## src/sv/ir_range_average_and_linearize_top_defines.svh

```systemverilog
// assertion macros for the infrared range block
`ifndef IR_RANGE_AVERAGE_AND_LINEARIZE_TOP_DEFINES_SVH
`define IR_RANGE_AVERAGE_AND_LINEARIZE_TOP_DEFINES_SVH

`ifndef SYNTHESIS
`define IRAL_ASSERT(lbl, clk, rst_n, prop) \
	lbl: assert property (@(posedge clk) disable iff (!rst_n) (prop)) \
		else $error("iral assertion failed");
`define IRAL_ASSERT_NEXT(lbl, clk, rst_n, ante, cons) \
	lbl: assert property (@(posedge clk) disable iff (!rst_n) (ante) |=> (cons)) \
		else $error("iral assertion failed");
`else
`define IRAL_ASSERT(lbl, clk, rst_n, prop)
`define IRAL_ASSERT_NEXT(lbl, clk, rst_n, ante, cons)
`endif

`endif

```

## src/sv/iral_pkg.sv

```systemverilog
`timescale 1ns / 1ps

package iral_pkg;

	localparam int CHANNELS     = 8;
	localparam int CH_W         = (CHANNELS > 1) ? $clog2(CHANNELS) : 1;
	localparam int WINDOW       = 16;
	localparam int WIN_W        = $clog2(WINDOW);
	localparam int CURVE_POINTS = 30;
	localparam int J_W          = $clog2(CURVE_POINTS);
	localparam int STEP_MM      = 5;

	localparam int CHAN_FW   = 3;
	localparam int SAMPLE_W  = 12;
	localparam int DIST_W    = 8;
	localparam int MASK_W    = 8;
	localparam int SUM_W     = SAMPLE_W + WIN_W;
	localparam int ALU_W     = SUM_W + 1;
	localparam int RAM_AW    = CH_W + WIN_W;
	localparam int RAM_DEPTH = CHANNELS * WINDOW;

	localparam logic [DIST_W-1:0] STEP_D    = DIST_W'(STEP_MM);
	localparam logic [DIST_W-1:0] BEYOND_MM = DIST_W'(CURVE_POINTS * STEP_MM);

	localparam logic CFG_GND_MASK  = 1'b0;
	localparam logic CFG_GND_LEVEL = 1'b1;

	localparam logic [SAMPLE_W-1:0] CURVE [CURVE_POINTS] = '{
		12'd3840, 12'd3835, 12'd3825, 12'd3650, 12'd3300, 12'd2560, 12'd1960, 12'd1530,
		12'd1200, 12'd1000, 12'd870,  12'd750,  12'd600,  12'd520,  12'd450,  12'd400,
		12'd350,  12'd325,  12'd275,  12'd250,  12'd208,  12'd169,  12'd145,  12'd135,
		12'd120,  12'd106,  12'd80,   12'd65,   12'd42,   12'd30
	};

	typedef struct packed {
		logic [ALU_W-1:0] a;
		logic [ALU_W-1:0] b;
		logic             sub;
	} alu_req_t;

endpackage

```

## src/sv/iral_alu.sv

```systemverilog
`timescale 1ns / 1ps

module iral_alu (
	input  iral_pkg::alu_req_t            req,
	output logic [iral_pkg::ALU_W-1:0]    res,
	output logic                          ge
);
	import iral_pkg::*;

	logic [ALU_W:0] full;

	// subtract is a + ~b + 1, carry out means a >= b
	always_comb begin
		full = {1'b0, req.a} + {1'b0, (req.sub ? ~req.b : req.b)}
			+ {{ALU_W{1'b0}}, req.sub};
	end

	assign res = full[ALU_W-1:0];
	assign ge  = full[ALU_W];

endmodule

```

## src/sv/iral_ring_ram.sv

```systemverilog
`timescale 1ns / 1ps

module iral_ring_ram (
	input  logic                           clk,
	input  logic                           arst_n,
	input  logic                           en,
	input  logic [iral_pkg::RAM_AW-1:0]    addr,
	input  logic [iral_pkg::SAMPLE_W-1:0]  wdata,
	output logic [iral_pkg::SAMPLE_W-1:0]  rdata
);
	import iral_pkg::*;

	logic [SAMPLE_W-1:0] mem [RAM_DEPTH];
	logic [SAMPLE_W-1:0] mem_rd_q;
	logic [RAM_DEPTH-1:0] vld_q;
	logic                 vld_rd_q;

	// read returns the old entry, then the new sample replaces it
	always_ff @(posedge clk) begin
		if (en) begin
			mem_rd_q  <= mem[addr];
			mem[addr] <= wdata;
		end
	end

	// entries never written read as zero
	always_ff @(posedge clk or negedge arst_n) begin
		if (!arst_n) begin
			vld_q    <= '0;
			vld_rd_q <= 1'b0;
		end else if (en) begin
			vld_rd_q    <= vld_q[addr];
			vld_q[addr] <= 1'b1;
		end
	end

	assign rdata = vld_rd_q ? mem_rd_q : '0;

endmodule

```

## src/sv/iral_core.sv

```systemverilog
`timescale 1ns / 1ps
`include "ir_range_average_and_linearize_top_defines.svh"

module iral_core (
	input  logic                            clk,
	input  logic                            arst_n,
	input  logic                            in_valid,
	output logic                            in_ready,
	input  logic [iral_pkg::CHAN_FW-1:0]    in_ch,
	input  logic [iral_pkg::SAMPLE_W-1:0]   in_raw,
	input  logic [iral_pkg::MASK_W-1:0]     gnd_mask,
	input  logic [iral_pkg::SAMPLE_W-1:0]   gnd_level,
	output logic                            out_valid,
	input  logic                            out_ready,
	output logic [iral_pkg::CHAN_FW-1:0]    out_ch,
	output logic [iral_pkg::SAMPLE_W-1:0]   out_avg,
	output logic [iral_pkg::DIST_W-1:0]     out_dist,
	output logic                            out_gnd,
	output logic                            out_beyond
);
	import iral_pkg::*;

	typedef enum logic [9:0] {
		S_IDLE = 10'b0000000001,
		S_SUB  = 10'b0000000010,
		S_ADD  = 10'b0000000100,
		S_GND  = 10'b0000001000,
		S_SRCH = 10'b0000010000,
		S_SPAN = 10'b0000100000,
		S_PART = 10'b0001000000,
		S_MUL5 = 10'b0010000000,
		S_DIV  = 10'b0100000000,
		S_FIN  = 10'b1000000000
	} state_t;

	localparam logic [CHAN_FW:0]   CH_LIM   = (CHAN_FW+1)'(CHANNELS);
	localparam logic [WIN_W-1:0]   POS_LAST = WIN_W'(WINDOW - 1);
	localparam logic [J_W-1:0]     J_LAST   = J_W'(CURVE_POINTS - 1);

	state_t              state_q;
	logic [CH_W-1:0]     ch_q;
	logic [CHAN_FW-1:0]  ch_full_q;
	logic [SAMPLE_W-1:0] raw_q;
	logic [SUM_W-1:0]    sum_q [CHANNELS];
	logic [WIN_W-1:0]    pos_q [CHANNELS];
	logic [ALU_W-1:0]    tmp_q;
	logic [SAMPLE_W-1:0] avg_q;
	logic [SAMPLE_W-1:0] hi_q;
	logic [SAMPLE_W-1:0] span_q;
	logic [J_W-1:0]      j_q;
	logic [DIST_W-1:0]   d0_q;
	logic [2:0]          quo_q;
	logic [1:0]          k_q;
	logic                gnd_q;
	logic                beyond_q;

	logic                out_valid_q;
	logic [CHAN_FW-1:0]  out_ch_q;
	logic [SAMPLE_W-1:0] out_avg_q;
	logic [DIST_W-1:0]   out_dist_q;
	logic                out_gnd_q;
	logic                out_beyond_q;

	logic                accept;
	logic                chan_ok;
	logic [CH_W-1:0]     in_idx;
	logic [SAMPLE_W-1:0] old_sample;
	alu_req_t            alu_req;
	logic [ALU_W-1:0]    alu_res;
	logic                alu_ge;
	logic                out_free;

	assign in_ready = (state_q == S_IDLE);
	assign accept   = in_valid && in_ready;
	assign chan_ok  = ({1'b0, in_ch} < CH_LIM);
	assign in_idx   = in_ch[CH_W-1:0];
	assign out_free = !out_valid_q || out_ready;

	iral_ring_ram u_ring (
		.clk    (clk),
		.arst_n (arst_n),
		.en     (accept && chan_ok),
		.addr   ({in_idx, pos_q[in_idx]}),
		.wdata  (in_raw),
		.rdata  (old_sample)
	);

	iral_alu u_alu (
		.req (alu_req),
		.res (alu_res),
		.ge  (alu_ge)
	);

	always_comb begin
		alu_req = '0;
		case (state_q)
			S_SUB: begin
				alu_req.a   = ALU_W'(sum_q[ch_q]);
				alu_req.b   = ALU_W'(old_sample);
				alu_req.sub = 1'b1;
			end
			S_ADD: begin
				alu_req.a = tmp_q;
				alu_req.b = ALU_W'(raw_q);
			end
			S_GND: begin
				alu_req.a   = ALU_W'(gnd_level);
				alu_req.b   = ALU_W'(avg_q);
				alu_req.sub = 1'b1;
			end
			S_SRCH, S_SPAN: begin
				alu_req.a   = (state_q == S_SRCH) ? ALU_W'(avg_q) : ALU_W'(hi_q);
				alu_req.b   = ALU_W'(CURVE[j_q]);
				alu_req.sub = 1'b1;
			end
			S_PART: begin
				alu_req.a   = ALU_W'(hi_q);
				alu_req.b   = ALU_W'(avg_q);
				alu_req.sub = 1'b1;
			end
			S_MUL5: begin
				alu_req.a = tmp_q << 2;
				alu_req.b = tmp_q;
			end
			S_DIV: begin
				alu_req.a   = tmp_q;
				alu_req.b   = ALU_W'(span_q) << k_q;
				alu_req.sub = 1'b1;
			end
			S_FIN: begin
				alu_req.a = ALU_W'(d0_q);
				alu_req.b = ALU_W'(quo_q);
			end
			default: alu_req = '0;
		endcase
	end

	always_ff @(posedge clk or negedge arst_n) begin
		if (!arst_n) begin
			state_q      <= S_IDLE;
			out_valid_q  <= 1'b0;
			for (int c = 0; c < CHANNELS; c++) begin
				sum_q[c] <= '0;
				pos_q[c] <= '0;
			end
		end else begin
			if (state_q == S_FIN && out_free) begin
				out_valid_q <= 1'b1;
			end else if (out_ready) begin
				out_valid_q <= 1'b0;
			end
			case (state_q)
				S_IDLE: begin
					if (accept) begin
						if (chan_ok) begin
							pos_q[in_idx] <= (pos_q[in_idx] == POS_LAST) ? '0
								: pos_q[in_idx] + 1'b1;
							state_q <= S_SUB;
						end else begin
							state_q <= S_FIN;
						end
					end
				end
				S_SUB: state_q <= S_ADD;
				S_ADD: begin
					sum_q[ch_q] <= alu_res[SUM_W-1:0];
					state_q     <= gnd_q ? S_GND : S_SRCH;
				end
				S_GND: state_q <= S_FIN;
				S_SRCH: begin
					if (alu_ge || j_q == J_LAST) begin
						state_q <= (alu_ge && j_q != '0) ? S_SPAN : S_FIN;
					end
				end
				S_SPAN: state_q <= (alu_res[SAMPLE_W-1:0] == '0) ? S_FIN : S_PART;
				S_PART: state_q <= S_MUL5;
				S_MUL5: state_q <= S_DIV;
				S_DIV: begin
					if (k_q == '0) begin
						state_q <= S_FIN;
					end
				end
				S_FIN: begin
					if (out_free) begin
						state_q <= S_IDLE;
					end
				end
				default: state_q <= S_IDLE;
			endcase
		end
	end

	// datapath registers
	always_ff @(posedge clk) begin
		case (state_q)
			S_IDLE: begin
				ch_q      <= in_idx;
				ch_full_q <= in_ch;
				raw_q     <= in_raw;
				j_q       <= '0;
				d0_q      <= '0;
				quo_q     <= '0;
				k_q       <= 2'd2;
				avg_q     <= '0;
				gnd_q     <= chan_ok ? gnd_mask[in_ch] : 1'b0;
				beyond_q  <= 1'b0;
			end
			S_SUB: tmp_q <= alu_res;
			S_ADD: avg_q <= alu_res[WIN_W +: SAMPLE_W];
			S_GND: d0_q  <= DIST_W'(alu_ge);
			S_SRCH: begin
				if (alu_ge) begin
					if (j_q == '0) begin
						d0_q <= STEP_D;
					end
				end else if (j_q == J_LAST) begin
					d0_q     <= BEYOND_MM;
					beyond_q <= 1'b1;
				end else begin
					hi_q <= CURVE[j_q];
					d0_q <= d0_q + STEP_D;
					j_q  <= j_q + 1'b1;
				end
			end
			S_SPAN: span_q <= alu_res[SAMPLE_W-1:0];
			S_PART, S_MUL5: tmp_q <= alu_res;
			S_DIV: begin
				if (alu_ge) begin
					tmp_q      <= alu_res;
					quo_q[k_q] <= 1'b1;
				end
				k_q <= k_q - 1'b1;
			end
			S_FIN: begin
				if (out_free) begin
					out_ch_q     <= ch_full_q;
					out_avg_q    <= avg_q;
					out_dist_q   <= alu_res[DIST_W-1:0];
					out_gnd_q    <= gnd_q;
					out_beyond_q <= beyond_q;
				end
			end
			default: tmp_q <= tmp_q;
		endcase
	end

	assign out_valid  = out_valid_q;
	assign out_ch     = out_ch_q;
	assign out_avg    = out_avg_q;
	assign out_dist   = out_dist_q;
	assign out_gnd    = out_gnd_q;
	assign out_beyond = out_beyond_q;

	`IRAL_ASSERT_NEXT(a_accept_busy, clk, arst_n, in_valid && in_ready, state_q != S_IDLE)
	`IRAL_ASSERT(a_search_bound, clk, arst_n, (state_q == S_SRCH) |-> (j_q <= J_LAST))
	`IRAL_ASSERT(a_beyond_sat, clk, arst_n, (out_valid_q && out_beyond_q) |-> (out_dist_q == BEYOND_MM && !out_gnd_q))
	`IRAL_ASSERT(a_ground_flag, clk, arst_n, (out_valid_q && out_gnd_q) |-> (out_dist_q <= DIST_W'(1)))

endmodule

```

## src/sv/ir_range_average_and_linearize_top.sv

```systemverilog
`timescale 1ns / 1ps
// Infrared range front end: each sample transaction updates its channel's 16-deep boxcar
// average, then either compares it with the ground level (channels set in the ground mask)
// or walks the 30-point calibration curve one point a cycle and interpolates to millimetres
// with a 3-step restoring division. The boxcar update, the ground and curve compares and the
// interpolation all run through one shared adder/subtractor, so the work on an item is
// dominated by the serial curve search; s_tready is low while an item is being worked on,
// and a finished result sits in the output register until taken. The sample history reads
// as zero after reset through per-entry valid bits, so no clearing pass is needed.
// Configuration index 0 is the ground channel mask, index 1 the ground level.

module ir_range_average_and_linearize_top (
	input  logic        clk,
	input  logic        arst_n,
	input  logic        s_tvalid,
	output logic        s_tready,
	input  logic [15:0] s_tdata,   // raw_sample[11:0], zero pad [15:12]
	input  logic [2:0]  s_tuser,   // channel[2:0]
	output logic        m_tvalid,
	input  logic        m_tready,
	output logic [23:0] m_tdata,   // average[11:0], distance_mm[19:12], zero pad [23:20]
	output logic [4:0]  m_tuser,   // channel_out[2:0], is_ground[3], beyond_curve[4]
	input  logic        cfg_valid,
	output logic        cfg_ready,
	input  logic        cfg_addr,
	input  logic [11:0] cfg_data
);
	import iral_pkg::*;

	logic [MASK_W-1:0]   gnd_mask_q;
	logic [SAMPLE_W-1:0] gnd_level_q;
	logic [CHAN_FW-1:0]  out_ch;
	logic [SAMPLE_W-1:0] out_avg;
	logic [DIST_W-1:0]   out_dist;
	logic                out_gnd;
	logic                out_beyond;

	assign cfg_ready = 1'b1;

	always_ff @(posedge clk or negedge arst_n) begin
		if (!arst_n) begin
			gnd_mask_q  <= MASK_W'(136);
			gnd_level_q <= SAMPLE_W'(3800);
		end else if (cfg_valid && cfg_ready) begin
			case (cfg_addr)
				CFG_GND_MASK:  gnd_mask_q  <= cfg_data[MASK_W-1:0];
				CFG_GND_LEVEL: gnd_level_q <= cfg_data[SAMPLE_W-1:0];
				default:       gnd_mask_q  <= gnd_mask_q;
			endcase
		end
	end

	iral_core u_core (
		.clk        (clk),
		.arst_n     (arst_n),
		.in_valid   (s_tvalid),
		.in_ready   (s_tready),
		.in_ch      (s_tuser[CHAN_FW-1:0]),
		.in_raw     (s_tdata[SAMPLE_W-1:0]),
		.gnd_mask   (gnd_mask_q),
		.gnd_level  (gnd_level_q),
		.out_valid  (m_tvalid),
		.out_ready  (m_tready),
		.out_ch     (out_ch),
		.out_avg    (out_avg),
		.out_dist   (out_dist),
		.out_gnd    (out_gnd),
		.out_beyond (out_beyond)
	);

	assign m_tdata = {4'b0000, out_dist, out_avg};
	assign m_tuser = {out_beyond, out_gnd, out_ch};

endmodule
```

## config.mk

```make
export PLATFORM = sky130hd
export DESIGN_NAME = ir_range_average_and_linearize_top
export DESIGN_NICKNAME = d
export VERILOG_FILES = /design/src/sv/iral_pkg.sv /design/src/sv/iral_alu.sv /design/src/sv/iral_ring_ram.sv /design/src/sv/iral_core.sv /design/src/sv/ir_range_average_and_linearize_top.sv
export VERILOG_INCLUDE_DIRS = /design/src /design/src/sv
export SDC_FILE = /design/constraint.sdc
export NUM_CORES = 2
export LEC_CHECK = 0
export BUFFER_PORTS_ARGS = -buffer_cell sky130_fd_sc_hd__buf_2
export CAP_MARGIN = 25
export CELL_PAD_IN_SITES_DETAIL_PLACEMENT = 1
export CELL_PAD_IN_SITES_GLOBAL_PLACEMENT = 1
export CORE_ASPECT_RATIO = 1.5
export CORE_UTILIZATION = 44
export DETAILED_ROUTE_END_ITERATION = 7
export PLACE_DENSITY_LB_ADDON = 0.1
export SYNTH_ARGS = -nofsm -noshare
export SYNTH_HDL_FRONTEND = slang
export SYNTH_SLANG_ARGS = --single-unit
export TNS_END_PERCENT = 50
```

## constraint.sdc

```tcl
create_clock -name clk -period 4.7 [get_ports clk]
set_clock_uncertainty 0.1 [all_clocks]
set_input_delay 0.705 -clock clk [delete_from_list [all_inputs] [get_ports clk]]
set_output_delay 0.705 -clock clk [all_outputs]
set_load 0.01 [all_outputs]
```

; Yosys cells after proc, flatten, opt, wreduce, memory -nomap -nowiden
; Memory sizes are Yosys's and may differ from the RTL's. A register that Yosys moved wholly into a read port is not among the register bits.
; Index checks and enable logic that the tools add are counted.
; W data, S select, Z words.
[word_totals]
in_bits = 37
register_bits = 433
rom_bits = 384
out_inout_bits = 32
n_memories = 2
ram_bits = 1536
latchBits = 0
[op_classes]
n_reduce_logical = 34
multipliers = 0
n_addsub = 6
magnitude_cmp = 10
bitwise = 9
shifts = 1
mux = 56
div_mod_pow = 0
eq_ne = 21
[mem_list]
columns = name, words, word_bits, rd, rd_ports_with_merged_regs, wr, line_no
row1 = u_core.u_ring.mem, 128, 12, 1, 1, 1, iral_ring_ram.sv:13  ; logic [SAMPLE_W-1:0] mem [RAM_DEPTH];
row2 = (name not given), 32, 12, 1, 0, 0, iral_core.sv:220  ; hi_q <= CURVE[j_q];
[ops]
columns = cell, n
row1 = $pmux W34 S8, 1
row2 = $bwmux W128, 1
row3 = $or A128 B128 Y128, 1
row4 = $pmux W10 S10, 1
row5 = $mux W10, 6
row6 = $bmux W16 S3, 1
row7 = $demux W16 S3, 1
row8 = $mux W12, 4
row9 = $mux W16, 3
row10 = $mux W17, 2
row11 = $pmux W17 S2, 1
row12 = $bwmux W32, 1
row13 = $mux W8, 3
row14 = $pmux W12 S2, 1
row15 = $pmux W8 S3, 1
row16 = $add A17 B17 Y18, 1
row17 = $add A18 B1 Y18, 1
row18 = $not A17 Y17, 1
row19 = $shl A12 B2 Y17, 1
row20 = $mux W4, 4
row21 = $mux W5, 3
row22 = $reduce_and A2 Y1, 7
row23 = $bmux W4 S3, 1
row24 = $demux W4 S3, 1
row25 = other kinds (55), 89

; Depth between registers and ports, before layout
[logic_depth]
depth_word = 13
ltp_mapped = 22

; Hierarchy
; A second synthesis with hierarchy kept.
[unflattened]
hier_cells = 5045
hier_area_um2 = 81734.6
[by_module_without_submodules]
columns = module, instances, cells_per_inst, seq_area_each_um2, area_each_um2
row1 = iral_ring_ram, 1, 3738, 49712.7, 65756.8
row2 = iral_core, 1, 1113, 7673.6, 14081.0
row3 = iral_alu, 1, 141, 0.0, 1074.8
row4 = ir_range_average_and_linearize_top, 1, 53, 511.7, 822.0

; Worst setup path before layout
; No wires, ideal clock.
[synth_path]
path_kind = register to register
startpoint = reg u_core.state_q[6]
endpoint = reg u_core.d0_q[0] (enable)
arrival_ps = 4489
path_stages_with_launch = 23
path_buffers = 4
t_required_ps = 4230
synth_period_minus_slack_ps = 4959
slack_ps = -259
path_cell_list = dfrtp_1 buf_6 or4_1 buf_2 nor3_1 and3_1 clkbuf_1 and2_1 clkbuf_1 a222oi_1 nand2_1 o21ai_0 ha_1 a21o_1 a21oi_1 o21bai_1 a21o_1 a21o_1 a311oi_1 o21a_1 a31o_2 nor2_1 nor2_1
[synth_between]
elab_chain_len = 9
word_cells_on_any_way = 22
classes_between = 2 x add/sub / 11 x eq/ne / 4 x mux / 1 x bitwise / 4 x reduce/logical
[synth_rtl]
columns = item, line_no
row1 = start: declaration, iral_core.sv:40  ; state_t state_q;
row2 = start signal: assignment, iral_core.sv:167  ; state_q <= gnd_q ? S_GND : S_SRCH;
row3 = start signal: assignment, iral_core.sv:172  ; state_q <= (alu_ge && j_q != '0) ? S_SPAN : S_FIN;
row4 = start signal: assignment, iral_core.sv:175  ; S_SPAN: state_q <= (alu_res[SAMPLE_W-1:0] == '0) ? S_FIN : S_PART;
row5 = $eq A10 B6 Y1 or $eq A10 B5 Y1 (tied branches), "iral_core.sv:96, iral_core.sv:112, iral_core.sv:195"
row6 = $reduce_or A2 Y1, n/a
row7 = $pmux W34 S8, iral_core.sv:96  ; case (state_q)
row8 = $not A17 Y17, iral_alu.sv:14  ; full = {1'b0, req.a} + {1'b0, (req.sub ? ~req.b : req.b)}
row9 = $mux W17, iral_alu.sv:14
row10 = $add A17 B17 Y18, iral_alu.sv:14
row11 = $add A18 B1 Y18, iral_alu.sv:15  ; + {{ALU_W{1'b0}}, req.sub};
row12 = $ne A3 B3 Y1 (no source line), n/a
row13 = $reduce_and A2 Y1 (no source line) *, n/a
row14 = end signal: assignment, iral_core.sv:210  ; S_GND: d0_q <= DIST_W'(alu_ge);
row15 = end signal: assignment, iral_core.sv:221  ; d0_q <= d0_q + STEP_D;
row16 = end: declaration, iral_core.sv:51  ; logic [DIST_W-1:0] d0_q;
; Every way passes the cells marked *; elsewhere a longest branch is shown, timed or not.
; A chain may end at the register's enable or synchronous reset.

; Final worst setup path
[layout_path]
startpoint = reg u_core.state_q[7]
endpoint = reg u_core.tmp_q[15] (enable)
[layout_between]
elab_chain_len = 9
word_cells_on_any_way = 22
classes_between = 2 x add/sub / 10 x eq/ne / 4 x mux / 1 x bitwise / 5 x reduce/logical
[layout_rtl]
columns = item, line_no
row1 = $eq A10 B6 Y1 or $eq A10 B5 Y1 (tied branches), "iral_core.sv:96, iral_core.sv:112"
row2 = $reduce_or A2 Y1, n/a
row3 = $pmux W34 S8, iral_core.sv:96
row4 = $not A17 Y17, iral_alu.sv:14
row5 = $mux W17, iral_alu.sv:14
row6 = $add A17 B17 Y18, iral_alu.sv:14
row7 = $add A18 B1 Y18, iral_alu.sv:15
row8 = $ne A2 B2 Y1 (no source line), n/a
row9 = $reduce_and A2 Y1 (no source line) *, n/a
row10 = end signal: assignment, iral_core.sv:208  ; S_SUB: tmp_q <= alu_res;
row11 = end signal: assignment, iral_core.sv:226  ; S_PART, S_MUL5: tmp_q <= alu_res;
row12 = end signal: assignment, iral_core.sv:229  ; tmp_q <= alu_res;
row13 = end: declaration, iral_core.sv:46  ; logic [ALU_W-1:0] tmp_q;
; Marked as above.

==> flow_summary.toml <==
[sta]
setup_viol = 0
hold_slack_ps = 62.9
worstMarginPinSlew_ps = 1210
rsz0062_at_grt = "true"
fin_crit_sh_pct = 98.4
fin_setup_tns_ps = 0
timing.fmax_mhz = 216
slew_headroom_pct = 19.5
slew_viol_final = 0
finalHoldViolCount = 0
min_period_ps = 4630

[final_layout]
area_growth_pct = 23.0
multiInputGateArea_mm2 = 0.0211
fin_area_mm2 = 0.0987
regArea_mm2 = 0.0579
fin_nets = 6812
drive_above_1_share_pct = 24.4
fill_cells = 17700
utilization_pct = 54.6

[detailed_routing]
finalWirelength_um = 318000
dr.pass1.iters = 6
drt_iter0_markers = 5627
antenna_left = 0
drc = 0
via_count = 57300
via_per_inst = 6.15
wl_per_cell_um = 34.2

[place]
hpwl_um = 218000
portBuffers = 59
dpl_cell_area_mm2 = 0.0918
globalplace.congestion = 0.951

[clocking]
cts_tree = "done"
h-tree-depth = 4
cts.clk_slew.worst_paths_ps = 70
cts.path.max_buffers = 4
clock_latency_ps = 880
numCtsBuffers = 197
cts_root_buf = "clkbuf_16"
numClockSinks = 1981

[synthesis]
ys_seq_area_share_pct = 72.2
synth-edff-count = 1661
synthTopCellsByArea = "edfxtp_1, dfrtp_1, nand2_1"
syn-cell-area_mm2 = 0.0802
synthArstFlopShare_pct = 16.2
synth_seq_cells = 1981
synth_top_cell_by_area = "edfxtp_1"
ys.flop_type = "edfxtp_1"
synth_top_area_share_pct = 62.2
postSynthCellCount = 5885
postSynthAreaPerCell_um2 = 13.6
ys_types = 91
ys.warnings.count = 0

[critical_path]
path_class = "reg2reg"
path_max_fanout = 11
worst_setup_path_end_kind = "flop"
arrival_ps = 5140
critPathLaunchType = "flop"
cp.required_ps = 5210

[global_route]
grt_max_degree = 108
grt_usage_pct = 34.4
overflow = 0
grt_first_pass_wirelength_um = 446000
antenna_found_initial = 14
grt_pass1_vias = 59400

[worst_hold_path]
hold_class = "in2reg"

[power]
power_leakage_nw = 36.1
power_mw = 59.1
ir_drop_v = 0.000457
p_per_area_mw_per_mm2 = 599

[floorplan]
die-width_um = 351
start_util_pct = 44.3
die_h_um = 525
std_cell_rows = 191
io_pins = 69
core_area_mm2 = 0.181
die_area_mm2 = 0.184

[status]
status = "finished, final reports clean"

[flow_run]
cap_violations = 0
layer usage:
layer  GRT usage (%)  share of wire (%)
met2            59.2                 50
met1            39.3                 35
met4            23.8                8.3
met5               0              0.036
met3            4.85                6.0
worst max-delay path, cell delays in order, from the launching register on:
cell        delay (ps)
dfrtp_1            390
buf_4              170
nor4_4             310
buf_4              190
nand4_1            140
buf_4              270
nand2_1            150
nor4_4              50
buf_12             150
o21ai_0            210
ha_1               280
a21o_1             210
a21oi_2            140
o21bai_1            90
a21o_1             190
a21o_1             170
a311oi_2           270
o21a_1             200
buf_12             150
clkinvlp_4         130
nand2_4            110
nand2_8             80
clkbuf_16          200
registers in the layout, summed over array words and instances, names as in the netlist, 2 cells and up:
name	flops
u_core.u_ring.vld_q	128
u_core.d0_q	8
u_core.tmp_q	17
u_core.quo_q	3
u_core.avg_q	12
u_core.out_ch	3
u_core.u_ring.mem_rd_q	12
u_core.k_q	2
u_core.hi_q	12
u_core.u_ring.mem	1536
u_core.out_dist	8
u_core.out_avg	12
u_core.span_q	12
u_core.state_q	10
u_core.pos_q	32
gnd_level_q	12
u_core.sum_q	128
u_core.j_q	5
gnd_mask_q	8
u_core.ch_q	3
u_core.raw_q	12
synthesized netlist by cell type (11+ instances only):
cell,instances
mux2i_1,127
o21ai_0,331
and2_1,11
nand4_1,23
nor3_1,42
mux2_2,74
o2111ai_1,11
dfrtp_1,310
a221o_1,27
o22ai_1,30
xor2_1,14
and3_1,30
buf_2,100
nand3_1,203
a222oi_1,23
a211oi_1,54
mux4_2,25
ha_1,33
a211o_1,12
nand2b_1,16
a2111oi_0,35
a21oi_1,432
buf_1,75
inv_1,39
nor2b_1,14
a32oi_1,11
nand2_1,934
a221oi_1,126
or2_2,131
edfxtp_1,1661
a31oi_1,41
o221ai_1,27
a22o_1,46
o211ai_1,50
nor2_1,258
a22oi_1,95
clkbuf_1,213
cell type report:
cell class | instances | share of cell area [%]
Sequential cell | 1981 | 58.7
Tap cell | 2412 | 3.06
Clock inverter | 96 | 0.786
Multi-Input combinational cell | 3464 | 21.4
Inverter | 45 | 0.193
Timing Repair Buffer | 1052 | 10.4
Antenna cell | 3 | 0.00761
Clock buffer | 260 | 5.47
power breakdown:
group / leakage (nW) / internal [mW] / switching (mW)
Combinational: 13.7 / 8.01 / 14.6
Clock: 3.02 / 8.62 / 6.90
Sequential: 19.3 / 20.2 / 0.763
final timing paths:
path,slack (ps),cells after the start,from,end
max,70,22,u_core.state_q[7],u_core.tmp_q[15]
min,60,2,cfg_data[1],gnd_mask_q[1]
max reg2reg,70,22,u_core.state_q[7],u_core.tmp_q[15]
min reg2reg,350,0,u_core.beyond_q,u_core.out_beyond
max in group asynchronous,2960,3,arst_n,u_core.u_ring.vld_q[41]
min in group asynchronous,390,2,arst_n,u_core.sum_q[87]
what timing repair did:
action / 4_1_cts / 5_1_grt
endpoints found under the hold margin: 120 / 0
gates cloned: 0 / 2
endpoints found under the setup margin: 98 / 101
gates resized for setup: 38 / 67
buffers inserted: 8 / 11
pin swaps: 9 / 30
hold buffers: 13 / 0
layout by cell type (no fill, tap or decap), types with 25 or more instances in the layout:
| cell type | instances |
|---|---|
| a2111oi_0 | 32 |
| a211oi_1 | 54 |
| a21oi_1 | 421 |
| a221o_1 | 27 |
| a221oi_1 | 125 |
| a22o_1 | 46 |
| a22oi_1 | 95 |
| a31oi_1 | 41 |
| and3_1 | 28 |
| buf_12 | 190 |
| buf_2 | 44 |
| buf_4 | 786 |
| clkbuf_1 | 40 |
| clkbuf_16 | 199 |
| clkinv_1 | 40 |
| clkinv_2 | 30 |
| dfrtp_1 | 309 |
| edfxtp_1 | 1661 |
| ha_1 | 27 |
| inv_1 | 33 |
| mux2_2 | 74 |
| mux2i_1 | 126 |
| mux4_2 | 25 |
| nand2_1 | 925 |
| nand3_1 | 200 |
| nor2_1 | 239 |
| nor3_1 | 28 |
| o211ai_1 | 50 |
| o21ai_0 | 321 |
| o221ai_1 | 27 |
| o22ai_1 | 29 |
| or2_2 | 131 |
metrics by stage:
| stage | worst slack, ps | instances |
|---|---|---|
| 2_1_floorplan | -59.6 | 5888 |
| 6_report | 73.1 | 9313 |
| 4_1_cts | 6.73 | 9297 |
| 3_3_place_gp | -354 | 8919 |
| 3_5_place_dp | -378 | 8920 |
| 5_1_grt | -111 | 9312 |
logic make-up (layout without fill, tap and decap cells):
| kind of cell | after synthesis | in the layout | synth area share (%) |
|---|---|---|---|
| DFF | 1981 | 1981 | 72.2 |
| and+or+nand+nor | 1725 | 1725 | 9.52 |
| AOI/OAI and AO/OA | 1450 | 1450 | 11.8 |
| buffers and inverters | 443 | 1453 | 2.29 |
| muxes | 226 | 226 | 3.33 |
| adders and majority gates | 34 | 34 | 0.540 |
| xor gates and xnor gates | 24 | 24 | 0.304 |
| other | 2 | 8 | 0.00936 |
Note: power is estimated with default switching activity, not from simulation.
